[src/sv/two_axis_slew_and_end_limiter_core_assert.svh]
// Assertion macros shared by the limiter core.
`ifndef TWO_AXIS_SLEW_AND_END_LIMITER_CORE_ASSERT_SVH
`define TWO_AXIS_SLEW_AND_END_LIMITER_CORE_ASSERT_SVH

// same-cycle implication
`define TASEL_ASSERT_IMP(label, clk, rstn, ante, cons) \
    label: assert property (@(posedge clk) disable iff (!(rstn)) (ante) |-> (cons)) \
        else $error("tasel assertion failed");

// next-cycle implication
`define TASEL_ASSERT_NXT(label, clk, rstn, ante, cons) \
    label: assert property (@(posedge clk) disable iff (!(rstn)) (ante) |=> (cons)) \
        else $error("tasel assertion failed");

`endif

[src/sv/tasel_pkg.sv]
`timescale 1ns / 1ps

package tasel_pkg;

    localparam int DRV_W      = 16;
    localparam int POS_W      = 16;
    localparam int CFG_W      = 16;
    localparam int CFG_ADDR_W = 4;
    localparam int SPD_W      = 15;
    localparam int ACC_W      = 16;
    localparam int TS_FRAC    = 16;
    localparam int FRAC_W     = 14;
    localparam int QUO_W      = FRAC_W + 1;
    localparam int DIST_W     = 17;
    localparam int ZONE_W     = 17;
    localparam int LIM_W      = 18;
    localparam int MUL_W      = 17;
    localparam int PROD_W     = 2 * MUL_W;
    localparam int CNT_W      = $clog2(QUO_W + 1);

    localparam logic signed [DRV_W-1:0] DRV_ONE = DRV_W'(1 << FRAC_W);

    localparam logic [CFG_ADDR_W-1:0] CFG_UPPER = CFG_ADDR_W'(0);
    localparam logic [CFG_ADDR_W-1:0] CFG_LOWER = CFG_ADDR_W'(1);
    localparam logic [CFG_ADDR_W-1:0] CFG_TSTEP = CFG_ADDR_W'(2);
    localparam logic [CFG_ADDR_W-1:0] CFG_SLOWF = CFG_ADDR_W'(3);

    localparam logic signed [POS_W-1:0] UPPER_RST = 16'sh7FFF;
    localparam logic signed [POS_W-1:0] LOWER_RST = 16'sh8000;
    localparam logic [CFG_W-1:0]        TSTEP_RST = 16'd655;
    localparam logic [CFG_W-1:0]        SLOWF_RST = 16'd9830;

    typedef enum logic [1:0] {
        MUL_PITCH,
        MUL_YAW,
        MUL_ZONE
    } mul_sel_t;

    typedef enum logic [3:0] {
        ST_IDLE,
        ST_MUL_P,
        ST_MUL_Y,
        ST_MUL_Z,
        ST_LIMIT,
        ST_DIVH_GO,
        ST_DIVH_RUN,
        ST_APPLY_HI,
        ST_DIVL_GO,
        ST_DIVL_RUN,
        ST_APPLY_LO,
        ST_DONE
    } state_t;

    typedef struct packed {
        logic     load;
        logic     mul_en;
        mul_sel_t mul_sel;
        logic     limit;
        logic     div_start;
        logic     div_lo;
        logic     apply_hi;
        logic     apply_lo;
        logic     commit;
    } cmd_t;

    typedef struct packed {
        logic div_busy;
        logic div_last;
    } stat_t;

    // when the bounds cross, inputs below the low bound give the low bound and all others the high bound
    function automatic logic signed [DRV_W-1:0] clamp_drv(
        input logic signed [DRV_W-1:0] x,
        input logic signed [DRV_W-1:0] lo,
        input logic signed [DRV_W-1:0] hi
    );
        logic signed [DRV_W-1:0] r;
        if (x < lo) begin
            r = lo;
        end else if (x > hi) begin
            r = hi;
        end else begin
            r = x;
        end
        return r;
    endfunction

endpackage

[src/sv/tasel_div.sv]
`timescale 1ns / 1ps

module tasel_div (
    input  logic                         aclk,
    input  logic                         aresetn,
    input  logic                         start,
    input  logic [tasel_pkg::DIST_W-1:0] dividend,
    input  logic [tasel_pkg::DIST_W-1:0] divisor,
    output logic [tasel_pkg::QUO_W-1:0]  quotient,
    output tasel_pkg::stat_t             stat
);
    import tasel_pkg::*;

    // Computes (dividend << FRAC_W) / divisor, one quotient bit per cycle.
    // Valid when dividend <= divisor, so the quotient fits QUO_W bits.
    logic [DIST_W-1:0] rem_reg;
    logic [DIST_W-1:0] dvs_reg;
    logic [QUO_W-1:0]  quo_reg;
    logic [CNT_W-1:0]  cnt_reg;
    logic              lsb_reg;

    logic              in_bit;
    logic [DIST_W:0]   trial;
    logic [DIST_W:0]   diff;
    logic              ge;

    always_comb begin
        in_bit = (cnt_reg == CNT_W'(QUO_W)) ? lsb_reg : 1'b0;
        trial  = {rem_reg, in_bit};
        diff   = trial - {1'b0, dvs_reg};
        ge     = (trial >= {1'b0, dvs_reg});
    end

    always_ff @(posedge aclk) begin
        if (!aresetn) begin
            cnt_reg <= '0;
        end else if (start) begin
            cnt_reg <= CNT_W'(QUO_W);
        end else if (cnt_reg != '0) begin
            cnt_reg <= cnt_reg - CNT_W'(1);
        end
    end

    always_ff @(posedge aclk) begin
        if (start) begin
            rem_reg <= {1'b0, dividend[DIST_W-1:1]};
            lsb_reg <= dividend[0];
            dvs_reg <= divisor;
        end else if (cnt_reg != '0) begin
            rem_reg <= ge ? diff[DIST_W-1:0] : trial[DIST_W-1:0];
            quo_reg <= {quo_reg[QUO_W-2:0], ge};
        end
    end

    assign quotient      = quo_reg;
    assign stat.div_busy = (cnt_reg != '0);
    assign stat.div_last = (cnt_reg == CNT_W'(1));

endmodule

[src/sv/tasel_dp.sv]
`timescale 1ns / 1ps

module tasel_dp (
    input  logic                                aclk,
    input  logic                                aresetn,
    input  tasel_pkg::cmd_t                     cmd,
    output tasel_pkg::stat_t                    stat,
    input  logic                                cfg_wr_en,
    input  logic [tasel_pkg::CFG_ADDR_W-1:0]    cfg_addr,
    input  logic [tasel_pkg::CFG_W-1:0]         cfg_wdata,
    input  logic signed [tasel_pkg::DRV_W-1:0]  in_pitch_demand,
    input  logic signed [tasel_pkg::DRV_W-1:0]  in_yaw_demand,
    input  logic [tasel_pkg::SPD_W-1:0]         in_pitch_speed_limit,
    input  logic [tasel_pkg::SPD_W-1:0]         in_yaw_speed_limit,
    input  logic [tasel_pkg::ACC_W-1:0]         in_pitch_accel_limit,
    input  logic [tasel_pkg::ACC_W-1:0]         in_yaw_accel_limit,
    input  logic signed [tasel_pkg::POS_W-1:0]  in_measured_pitch_position,
    output logic signed [tasel_pkg::DRV_W-1:0]  pitch_drive,
    output logic signed [tasel_pkg::DRV_W-1:0]  yaw_drive
);
    import tasel_pkg::*;

    localparam int SLW_W = DRV_W + 2;

    function automatic logic signed [DRV_W-1:0] slew(
        input logic signed [DRV_W-1:0] cur,
        input logic signed [DRV_W-1:0] dem,
        input logic [ACC_W-1:0]        step
    );
        logic signed [SLW_W-1:0] c;
        logic signed [SLW_W-1:0] d;
        logic signed [SLW_W-1:0] up;
        logic signed [SLW_W-1:0] dn;
        logic signed [SLW_W-1:0] r;
        c  = SLW_W'(cur);
        d  = SLW_W'(dem);
        up = c + signed'(SLW_W'(step));
        dn = c - signed'(SLW_W'(step));
        if (c < d) begin
            r = (up > d) ? d : up;
        end else if (c > d) begin
            r = (dn < d) ? d : dn;
        end else begin
            r = c;
        end
        return r[DRV_W-1:0];
    endfunction

    // configuration
    logic signed [POS_W-1:0] upper_reg;
    logic signed [POS_W-1:0] lower_reg;
    logic [CFG_W-1:0]        tstep_reg;
    logic [CFG_W-1:0]        slowf_reg;

    // captured word
    logic signed [DRV_W-1:0] pdem_reg;
    logic signed [DRV_W-1:0] ydem_reg;
    logic [SPD_W-1:0]        pspd_reg;
    logic [SPD_W-1:0]        yspd_reg;
    logic [ACC_W-1:0]        pacc_reg;
    logic [ACC_W-1:0]        yacc_reg;
    logic signed [POS_W-1:0] mpos_reg;

    // working values
    logic [ACC_W-1:0]         pstep_reg;
    logic [ACC_W-1:0]         ystep_reg;
    logic signed [ZONE_W-1:0] travel_reg;
    logic signed [ZONE_W-1:0] zone_reg;
    logic signed [LIM_W-1:0]  hi_lim_reg;
    logic signed [LIM_W-1:0]  lo_lim_reg;
    logic signed [DRV_W-1:0]  p_reg;
    logic signed [DRV_W-1:0]  y_reg;
    logic                     up_past_reg;
    logic                     up_zone_reg;
    logic                     lo_past_reg;
    logic                     lo_zone_reg;

    // stored drives, also the result word
    logic signed [DRV_W-1:0]  pdrive_reg;
    logic signed [DRV_W-1:0]  ydrive_reg;

    logic signed [MUL_W-1:0]  mul_a;
    logic signed [MUL_W-1:0]  mul_b;
    logic signed [PROD_W-1:0] prod;

    logic signed [DRV_W-1:0]  psp;
    logic signed [DRV_W-1:0]  ysp;
    logic signed [LIM_W-1:0]  m_ext;
    logic signed [LIM_W:0]    dist_hi;
    logic signed [ZONE_W-1:0] dist_lo;
    logic [DIST_W-1:0]        div_num;
    logic [QUO_W-1:0]         quo;
    logic signed [DRV_W-1:0]  ratio;

    always_ff @(posedge aclk) begin
        if (!aresetn) begin
            upper_reg <= UPPER_RST;
            lower_reg <= LOWER_RST;
            tstep_reg <= TSTEP_RST;
            slowf_reg <= SLOWF_RST;
        end else if (cfg_wr_en) begin
            unique case (cfg_addr)
                CFG_UPPER: upper_reg <= signed'(cfg_wdata[POS_W-1:0]);
                CFG_LOWER: lower_reg <= signed'(cfg_wdata[POS_W-1:0]);
                CFG_TSTEP: tstep_reg <= cfg_wdata;
                CFG_SLOWF: slowf_reg <= cfg_wdata;
                default: ;
            endcase
        end
    end

    always_ff @(posedge aclk) begin
        if (cmd.load) begin
            pdem_reg <= clamp_drv(in_pitch_demand, -DRV_ONE, DRV_ONE);
            ydem_reg <= clamp_drv(in_yaw_demand, -DRV_ONE, DRV_ONE);
            pspd_reg <= in_pitch_speed_limit;
            yspd_reg <= in_yaw_speed_limit;
            pacc_reg <= in_pitch_accel_limit;
            yacc_reg <= in_yaw_accel_limit;
            mpos_reg <= in_measured_pitch_position;
        end
    end

    // shared multiplier: two slew steps, then the slowdown zone
    always_comb begin
        case (cmd.mul_sel)
            MUL_PITCH: begin
                mul_a = signed'(MUL_W'(pacc_reg));
                mul_b = signed'(MUL_W'(tstep_reg));
            end
            MUL_YAW: begin
                mul_a = signed'(MUL_W'(yacc_reg));
                mul_b = signed'(MUL_W'(tstep_reg));
            end
            MUL_ZONE: begin
                mul_a = travel_reg;
                mul_b = signed'(MUL_W'(slowf_reg));
            end
            default: begin
                mul_a = '0;
                mul_b = '0;
            end
        endcase
        prod = mul_a * mul_b;
    end

    always_ff @(posedge aclk) begin
        if (cmd.mul_en) begin
            case (cmd.mul_sel)
                MUL_PITCH: begin
                    pstep_reg  <= prod[TS_FRAC+ACC_W-1:TS_FRAC];
                    travel_reg <= ZONE_W'(upper_reg) - ZONE_W'(lower_reg);
                end
                MUL_YAW:  ystep_reg <= prod[TS_FRAC+ACC_W-1:TS_FRAC];
                MUL_ZONE: zone_reg  <= prod[TS_FRAC+ZONE_W-1:TS_FRAC];
                default: ;
            endcase
        end
    end

    always_comb begin
        psp     = signed'(DRV_W'(pspd_reg));
        ysp     = signed'(DRV_W'(yspd_reg));
        m_ext   = LIM_W'(mpos_reg);
        dist_hi = (LIM_W+1)'(m_ext) - (LIM_W+1)'(hi_lim_reg);
        dist_lo = ZONE_W'(mpos_reg) - ZONE_W'(lower_reg);
        div_num = cmd.div_lo ? dist_lo[DIST_W-1:0] : dist_hi[DIST_W-1:0];
        ratio   = signed'(DRV_W'(quo));
    end

    tasel_div u_div (
        .aclk     (aclk),
        .aresetn  (aresetn),
        .start    (cmd.div_start),
        .dividend (div_num),
        .divisor  (zone_reg[DIST_W-1:0]),
        .quotient (quo),
        .stat     (stat)
    );

    always_ff @(posedge aclk) begin
        if (cmd.limit) begin
            hi_lim_reg <= LIM_W'(upper_reg) - LIM_W'(zone_reg);
            lo_lim_reg <= LIM_W'(lower_reg) + LIM_W'(zone_reg);
            y_reg      <= clamp_drv(slew(ydrive_reg, ydem_reg, ystep_reg), -ysp, ysp);
        end
        if (cmd.div_start && !cmd.div_lo) begin
            up_past_reg <= (mpos_reg > upper_reg);
            up_zone_reg <= (m_ext > hi_lim_reg);
            lo_past_reg <= (mpos_reg < lower_reg);
            lo_zone_reg <= (m_ext < lo_lim_reg);
        end
    end

    // in either zone branch the distance lies within the zone, so the
    // quotient never exceeds one
    always_ff @(posedge aclk) begin
        if (cmd.limit) begin
            p_reg <= clamp_drv(slew(pdrive_reg, pdem_reg, pstep_reg), -psp, psp);
        end else if (cmd.apply_hi) begin
            if (up_past_reg) begin
                p_reg <= clamp_drv(p_reg, '0, psp);
            end else if (up_zone_reg) begin
                p_reg <= clamp_drv(p_reg, ratio - DRV_ONE, psp);
            end
        end else if (cmd.apply_lo) begin
            if (lo_past_reg) begin
                p_reg <= clamp_drv(p_reg, -psp, '0);
            end else if (lo_zone_reg) begin
                p_reg <= clamp_drv(p_reg, -psp, ratio);
            end
        end
    end

    always_ff @(posedge aclk) begin
        if (!aresetn) begin
            pdrive_reg <= '0;
            ydrive_reg <= '0;
        end else if (cmd.commit) begin
            pdrive_reg <= p_reg;
            ydrive_reg <= y_reg;
        end
    end

    assign pitch_drive = pdrive_reg;
    assign yaw_drive   = ydrive_reg;

endmodule

[src/sv/tasel_ctrl.sv]
`timescale 1ns / 1ps
`include "two_axis_slew_and_end_limiter_core_assert.svh"

module tasel_ctrl (
    input  logic              aclk,
    input  logic              aresetn,
    input  logic              s_valid,
    output logic              s_ready,
    output logic              m_valid,
    input  logic              m_ready,
    output tasel_pkg::cmd_t   cmd,
    input  tasel_pkg::stat_t  stat
);
    import tasel_pkg::*;

    state_t state_reg;
    state_t state_next;
    logic   m_valid_reg;
    logic   m_valid_next;
    logic   out_free;

    assign out_free = !m_valid_reg || m_ready;

    always_ff @(posedge aclk) begin
        if (!aresetn) begin
            state_reg   <= ST_IDLE;
            m_valid_reg <= 1'b0;
        end else begin
            state_reg   <= state_next;
            m_valid_reg <= m_valid_next;
        end
    end

    always_comb begin
        state_next = state_reg;
        unique case (state_reg)
            ST_IDLE:     if (s_valid) state_next = ST_MUL_P;
            ST_MUL_P:    state_next = ST_MUL_Y;
            ST_MUL_Y:    state_next = ST_MUL_Z;
            ST_MUL_Z:    state_next = ST_LIMIT;
            ST_LIMIT:    state_next = ST_DIVH_GO;
            ST_DIVH_GO:  state_next = ST_DIVH_RUN;
            ST_DIVH_RUN: if (stat.div_last) state_next = ST_APPLY_HI;
            ST_APPLY_HI: state_next = ST_DIVL_GO;
            ST_DIVL_GO:  state_next = ST_DIVL_RUN;
            ST_DIVL_RUN: if (stat.div_last) state_next = ST_APPLY_LO;
            ST_APPLY_LO: state_next = ST_DONE;
            ST_DONE:     if (out_free) state_next = ST_IDLE;
            default:     state_next = ST_IDLE;
        endcase
    end

    always_comb begin
        cmd = '0;
        unique case (state_reg)
            ST_IDLE:     cmd.load = s_valid;
            ST_MUL_P: begin
                cmd.mul_en  = 1'b1;
                cmd.mul_sel = MUL_PITCH;
            end
            ST_MUL_Y: begin
                cmd.mul_en  = 1'b1;
                cmd.mul_sel = MUL_YAW;
            end
            ST_MUL_Z: begin
                cmd.mul_en  = 1'b1;
                cmd.mul_sel = MUL_ZONE;
            end
            ST_LIMIT:    cmd.limit = 1'b1;
            ST_DIVH_GO:  cmd.div_start = 1'b1;
            ST_DIVH_RUN: ;
            ST_APPLY_HI: cmd.apply_hi = 1'b1;
            ST_DIVL_GO: begin
                cmd.div_start = 1'b1;
                cmd.div_lo    = 1'b1;
            end
            ST_DIVL_RUN: cmd.div_lo = 1'b1;
            ST_APPLY_LO: cmd.apply_lo = 1'b1;
            ST_DONE:     cmd.commit = out_free;
            default: ;
        endcase
    end

    always_comb begin
        if (cmd.commit) begin
            m_valid_next = 1'b1;
        end else if (m_ready) begin
            m_valid_next = 1'b0;
        end else begin
            m_valid_next = m_valid_reg;
        end
    end

    assign s_ready = (state_reg == ST_IDLE);
    assign m_valid = m_valid_reg;

    `TASEL_ASSERT_IMP(a_commit_slot, aclk, aresetn, cmd.commit, !m_valid_reg || m_ready)
    `TASEL_ASSERT_NXT(a_commit_out, aclk, aresetn, cmd.commit, m_valid_reg && state_reg == ST_IDLE)
    `TASEL_ASSERT_IMP(a_run_busy, aclk, aresetn, state_reg == ST_DIVH_RUN || state_reg == ST_DIVL_RUN, stat.div_busy)
    `TASEL_ASSERT_IMP(a_idle_div, aclk, aresetn, state_reg == ST_IDLE, !stat.div_busy)

endmodule

[src/sv/two_axis_slew_and_end_limiter_core.sv]
// Two-axis slew and end-of-travel limiter.
// Input channel (s_valid/s_ready): one word per control tick with pitch and
// yaw demands, speed and acceleration limits and the measured pitch position.
// Result channel (m_valid/m_ready): one word per input word with the new
// pitch and yaw drive values; these are also the stored drive state.
// Configuration: cfg_wr_en writes cfg_wdata into register cfg_addr
// (0 upper limit, 1 lower limit, 2 time step, 3 slow fraction; other
// addresses are ignored). Write only while no word is in flight.
// Each word passes in turn through the shared 17x17 multiplier (three passes),
// the limit step and two serial divides for the upper and lower slowdown
// ratios; a new word is taken only after the previous result is committed.
// s_ready is high only while the core is idle; a new word is taken while the
// previous result still waits on m_ready.
// If the receiver stalls, the finished word waits in the last state until the
// output register is free; the payload holds while m_valid is high.
// Reset (aresetn low, synchronous) clears both drives to zero, restores the
// configuration defaults and drops m_valid.
`timescale 1ns / 1ps

module two_axis_slew_and_end_limiter_core (
    input  logic                                aclk,
    input  logic                                aresetn,
    input  logic                                s_valid,
    output logic                                s_ready,
    input  logic signed [tasel_pkg::DRV_W-1:0]  s_pitch_demand,
    input  logic signed [tasel_pkg::DRV_W-1:0]  s_yaw_demand,
    input  logic [tasel_pkg::SPD_W-1:0]         s_pitch_speed_limit,
    input  logic [tasel_pkg::SPD_W-1:0]         s_yaw_speed_limit,
    input  logic [tasel_pkg::ACC_W-1:0]         s_pitch_accel_limit,
    input  logic [tasel_pkg::ACC_W-1:0]         s_yaw_accel_limit,
    input  logic signed [tasel_pkg::POS_W-1:0]  s_measured_pitch_position,
    output logic                                m_valid,
    input  logic                                m_ready,
    output logic signed [tasel_pkg::DRV_W-1:0]  m_pitch_drive_out,
    output logic signed [tasel_pkg::DRV_W-1:0]  m_yaw_drive_out,
    input  logic                                cfg_wr_en,
    input  logic [tasel_pkg::CFG_ADDR_W-1:0]    cfg_addr,
    input  logic [tasel_pkg::CFG_W-1:0]         cfg_wdata
);
    import tasel_pkg::*;

    cmd_t  cmd;
    stat_t stat;

    tasel_ctrl u_ctrl (
        .aclk    (aclk),
        .aresetn (aresetn),
        .s_valid (s_valid),
        .s_ready (s_ready),
        .m_valid (m_valid),
        .m_ready (m_ready),
        .cmd     (cmd),
        .stat    (stat)
    );

    tasel_dp u_dp (
        .aclk                       (aclk),
        .aresetn                    (aresetn),
        .cmd                        (cmd),
        .stat                       (stat),
        .cfg_wr_en                  (cfg_wr_en),
        .cfg_addr                   (cfg_addr),
        .cfg_wdata                  (cfg_wdata),
        .in_pitch_demand            (s_pitch_demand),
        .in_yaw_demand              (s_yaw_demand),
        .in_pitch_speed_limit       (s_pitch_speed_limit),
        .in_yaw_speed_limit         (s_yaw_speed_limit),
        .in_pitch_accel_limit       (s_pitch_accel_limit),
        .in_yaw_accel_limit         (s_yaw_accel_limit),
        .in_measured_pitch_position (s_measured_pitch_position),
        .pitch_drive                (m_pitch_drive_out),
        .yaw_drive                  (m_yaw_drive_out)
    );

endmodule
[config.mk]
export PLATFORM = sky130hd
export DESIGN_NAME = two_axis_slew_and_end_limiter_core
export DESIGN_NICKNAME = d
export VERILOG_FILES = /design/src/sv/tasel_pkg.sv /design/src/sv/tasel_div.sv /design/src/sv/tasel_dp.sv /design/src/sv/tasel_ctrl.sv /design/src/sv/two_axis_slew_and_end_limiter_core.sv
export VERILOG_INCLUDE_DIRS = /design/src /design/src/sv
export SDC_FILE = /design/constraint.sdc
export NUM_CORES = 2
export LEC_CHECK = 0
export ABC_AREA = 0
export BUFFER_PORTS_ARGS = -buffer_cell sky130_fd_sc_hd__buf_4
export CORE_ASPECT_RATIO = 2
export CORE_UTILIZATION = 55
export DETAILED_ROUTE_END_ITERATION = 8
export MAX_ROUTING_LAYER = met4
export PLACE_DENSITY = 0.72
export SKIP_LAST_GASP = 1
export SYNTH_ARGS = -nofsm -noshare
export SYNTH_HDL_FRONTEND = slang
export SYNTH_HIERARCHICAL = 1
export SYNTH_SLANG_ARGS = --single-unit
[constraint.sdc]
create_clock -name aclk -period 21.8 [get_ports aclk]
set_clock_uncertainty 0.2 [all_clocks]
set_input_delay 3.27 -clock aclk [delete_from_list [all_inputs] [get_ports aclk]]
set_output_delay 3.27 -clock aclk [all_outputs]
set_load 0.01 [all_outputs]
# After elaboration in Yosys (flattened, before gate mapping)
# Index checks and enable logic that the tools add are counted.
dict set report totals {
  register_bits 403
  in_bits 135
  output_inout_bits 34
  wordCells 184
}
dict set report op_classes {
  addsub 14
  n_mul 1
  order_cmp 27
  n_eq_ne 24
  muxes 54
  bitwise 1
  reduce_logical 28
}
# cell n
set op_table {}
lappend op_table {{16-bit two-way mux} 32}
lappend op_table {{16-bit greater-than comparator} 7}
lappend op_table {{16-bit < comparator} 7}
lappend op_table {{16-bit by 17-bit adder with 18-bit output} 3}
lappend op_table {{16-bit by 17-bit subtractor with 18-bit output} 3}
lappend op_table {{17-bit one-hot mux with 3 select lines} 1}
lappend op_table {{4-bit one-hot mux with 12 select lines} 1}
lappend op_table {{18-bit by 16-bit greater-than comparator with 1-bit output} 2}
lappend op_table {{18-bit by 16-bit < comparator with 1-bit output} 2}
lappend op_table {{17-bit two-way mux} 2}
lappend op_table {{16-bit by 16-bit subtractor with 17-bit output} 2}
lappend op_table {{17-bit by 17-bit multiplier with 33-bit output} 1}
lappend op_table {{16-bit greater-than comparator, second input constant} 2}
lappend op_table {{16-bit by 15-bit < comparator with 1-bit output, second input constant} 2}
lappend op_table {{15-bit negator with 16-bit output} 2}
lappend op_table {{16-bit one-hot mux with 2 select lines} 1}
lappend op_table {{4-bit two-way mux} 6}
lappend op_table {{4-bit == test, second input constant} 5}
lappend op_table {{18-bit by 17-bit greater-or-equal comparator with 1-bit output} 1}
lappend op_table {{16-bit by 18-bit greater-than comparator with 1-bit output} 1}
lappend op_table {{16-bit by 18-bit < comparator with 1-bit output} 1}
lappend op_table {{16-bit by 17-bit subtractor with 17-bit output} 1}
lappend op_table {{17-bit subtractor} 1}
lappend op_table {{4-bit by 2-bit == test with 1-bit output, second input constant} 4}
lappend op_table {{28 further kinds} 59}

# Logic depth before layout (Yosys ltp)
dict set report depth {
  word_depth 10
  depth_mapped 38
  depth_no_buf 34
}

# By module
# The synthesis kept the hierarchy.
# mod instances cells_each area_per_inst_um2 seq_area_each_um2
set modules_own_cells {}
lappend modules_own_cells {tasel_dp 1 4150 37644.9 9369.0}
lappend modules_own_cells {tasel_div 1 270 3119.2 1571.5}
lappend modules_own_cells {tasel_ctrl 1 49 444.2 100.1}

# Worst setup path before layout
# No wires, ideal clock.
dict set report synth_path {
  kind {reg2reg}
  startpoint {register u_ctrl.state_reg[0]}
  endpoint {register u_dp.pstep_reg[7], data pin}
  setup_ps 267
  arrival_time_ps 7294
  t_required_ps 21333
  path_slack_ps 14039
  stages_incl_launch_ff 31
  n_path_buf 4
  synth_period_minus_slack_ps 7761
  path_cell_list {dfxtp_1 -> buf_2 -> nand2_1 -> nor3_1 -> clkbuf_1 -> inv_2 -> nor2_1 -> clkbuf_1 -> nand2_1 -> o21ai_0 -> clkbuf_1 -> nand2_1 -> fa_1 -> inv_1 -> fa_1 -> fa_1 -> inv_1 -> fa_1 -> inv_1 -> fa_1 -> fa_1 -> ha_1 -> a21o_1 -> a21oi_1 -> o21ai_0 -> a21oi_1 -> and4b_1 -> o41ai_1 -> o21bai_1 -> a21oi_1 -> xnor2_1}
}
# element line
set synth_rtl {}
lappend synth_rtl {{start, declared} tasel_ctrl.sv:16} ;# state_t state_reg;
lappend synth_rtl {{start signal, assigned} tasel_ctrl.sv:29} ;# state_reg <= state_next;
lappend synth_rtl {{end signal, assigned} tasel_dp.sv:151} ;# pstep_reg <= prod[TS_FRAC+ACC_W-1:TS_FRAC];
lappend synth_rtl {{end, declared} tasel_dp.sv:65} ;# logic [ACC_W-1:0] pstep_reg;

==> impl_metrics.yaml <==
outcome:
  outcome: "finished clean"
detailed_routing:
  detail-route-antenna-nets: 0
  post_drt_wl_per_cell_um: 24.2
  detailroute.via_count: 34100
  drcViolationCount: 0
  drt-vias-per-instance: 6.15
  detail_route.wirelength_um: 134000
  detailedRoute.firstPassIterationCount: 6
  drtIter0Drc: 2293
floorplan:
  floorplan.initialDensity_pct: 55.7
  die_area_um2: 76100
  chipWidth_um: 196
  num_io_pins: 169
  die_height_um: 389
  std_cell_rows: 141
  core_um2: 73900
placement:
  place.detailed.hpwl_um: 107000
  io_buffer_count: 168
  routabilityCongestion: 1.04
timing:
  fin_tns_setup_ns: 0
  timing_max_transition_violations_final: 0
  timing.final.crit_period_ns: 9.36
  rsz_0062_raised_after_global_routing: "no"
  clock.fmax_mhz: 107
  transition_time_at_the_pin_with_the_least_slew_margin_ns: 1.25
  slew_headroom_pct: 15.8
  setup_viol: 0
  layout_worst_path_cycle_share_pct: 42.9
  final-hold-violation-count: 0
setup_path:
  endpoint_kind: "flop"
  cp_max_fo: 55
  critical_path.startpoint_type: "flop"
  worst_path_largest_cell_delay_ns: 0.69
  worst_ep_required_time_ns: 21.99
  worst_ep_arrival_time_ns: 9.55
  worst_path_max_delay_cell: "dfxtp_1"
  cpMostUsedCell: "fa_1"
  worst_path_class_setup: "reg2reg"
clocking:
  clock_transition_at_the_registers_of_the_reported_paths_ns: 0.07
  tritoncts.num_buffers: 42
  cts.sinks: 403
  cts_tree: "built"
  cts_setup_buffers: 0
  ctsLongestPathBuffers: 3
  post_cts_resize_count: 0
  clock_insertion_delay_worst_skew_ns: 0.62
  ctsHtreeMaxLevel: 2
  cts-hold-fix-buffers: 0
  cts_root_buffer: "clkbuf_16"
grt:
  grt_start_max_net_pins: 65
  via_count_of_the_first_global_routing_pass: 35500
  antenna_violations_before_repair: 4
  globalRouteOverflowTotal: 0
  global_route_wire_length_before_repair_um: 202000
  grt_use_total_pct: 36.7
job:
  maxCapViolCount: 0
synth:
  most_instantiated_cells_after_synthesis: "inv_1, ha_1, nand2_1"
  postSynthAreaPerCell_um2: 9.22
  synth_enable_flop_cells: 297
  synth.largest_area_cell: "edfxtp_1"
  synthesized_nets: 5383
  netlist_area_um2: 41200
  netlist_top_cells_area: "edfxtp_1, ha_1, fa_1, inv_1, dfxtp_1"
  ys_ff_latch: 403
  postSynth.topFlopCell: "edfxtp_1"
  synth_top_area_share_pct: 21.6
  synth_seq_area_share_pct: 26.8
  most_used_standard_cell_by_instance_count_after_synthesis: "inv_1"
  yosys_warnings: 6
  netlist-cell-type-count: 111
  postSynth.asyncResetShare_pct: 0
  postSynthCellCount: 4469
finish:
  fillerInstances: 6467
  layout.area.seq_um2: 11000
  post_route_cells_drive_above_1_share_pct: 8.57
  syn_to_final_growth_pct: 8.98
  final_net_count: 5500
  multi_input_area_um2: 27200
min_path:
  worst_min_path_class: "reg2reg"
per-layer routing:
metal / vias up / track usage, % / part of all wire [%]
li1: 15600 / - / -
met1: 16400 / 32.5 / 32
met2: 1381 / 64.2 / 51
met3: 721 / 6.15 / 5.5
met4: 0 / 37.0 / 12
met5: - / - / 0
worst max-delay path, delay by kind of cell (launching register included):
family | cells | cell delay [ns]
XOR/XNOR | 1 | 0.21
buffers and inverters | 6 | 1.27
adder cells (fa/ha/maj) | 7 | 3.01
AND/OR/NAND/NOR | 7 | 1.21
flip-flops | 1 | 0.69
AO/OA/AOI/OAI | 8 | 2.43
worst paths after layout:
check	start	to	slack, ns	depth (start not counted)
hold / removal	u_dp/slowf_reg[0]	u_dp/slowf_reg[0]	0.27	2
setup reg to reg	u_ctrl/state_reg[1]	u_dp/ystep_reg[7]	12.44	29
setup / recovery	u_ctrl/state_reg[1]	u_dp/ystep_reg[7]	12.44	29
hold reg to reg	u_dp/slowf_reg[0]	u_dp/slowf_reg[0]	0.27	2
cell families (layout without fill, tap and decap cells):
kind of cell / Yosys count / in the layout / synth area share, %
AO/OA/AOI/OAI: 884 / 884 / 14.6
XOR/XNOR: 172 / 172 / 3.66
adder cells (fa/ha/maj): 779 / 779 / 28.8
buffers and inverters: 785 / 936 / 7.50
flip-flops: 403 / 403 / 26.8
multiplexers: 137 / 137 / 3.43
other: 0 / 4 / 0
AND/OR/NAND/NOR: 1309 / 1309 / 15.2
through the flow:
stage / cell area (µm²) / cells / hold WS, ns / utilization, % / setup WS, ns
floorplan: 41200 / 4469 / 0.241 / - / 14.04
global route: 44900 / 5553 / 0.288 / 60.8 / 11.92
CTS: 44900 / 5548 / 0.268 / 60.7 / 12.59
finish: 44900 / 5553 / 0.267 / 60.8 / 12.44
detailed placement: 43400 / 5470 / 0.254 / 58.8 / 12.65
global placement: 43400 / 5470 / 0.253 / 58.8 / 12.79
area by class of cell:
cell class | count | area share, %
Antenna cell | 4 | 0.0223
Clock buffer | 49 | 2.49
Clock inverter | 29 | 0.713
Inverter | 639 | 5.35
Multi-Input combinational cell | 3281 | 60.6
Sequential cell | 403 | 24.6
Tap cell | 929 | 2.59
Timing Repair Buffer | 219 | 3.66
cells in the final DEF (no fill, tap or decap), types with 9 or more instances in the layout:
master and n:
inv_1 636, ha_1 497, nand2_1 437, nor2_1 324, edfxtp_1 297, fa_1 282
buf_4 219, a21oi_1 200, o21ai_0 166, xnor2_1 122, mux2i_1 117, dfxtp_1 106
nor2b_1 100, o211ai_1 84, nor3_1 80, a21o_1 63, nand3_1 60, and2_1 56
xor2_1 50, o21a_1 47, nand4_1 46, clkbuf_16 43, nand2b_1 39, a211oi_1 32
a21boi_0 31, a31oi_1 28, and3_1 27, o21bai_1 26, or3_1 25, nor4_1 21
a211o_1 20, or2_2 19, o31ai_1 16, mux2_2 13, o22ai_1 13, o221ai_1 12
and4_1 10, o31a_1 9, a2111oi_0 9
Power is left out: the tool's default activity adds up to more than one toggle a clock period on the data nets, which glitch-free logic cannot reach.
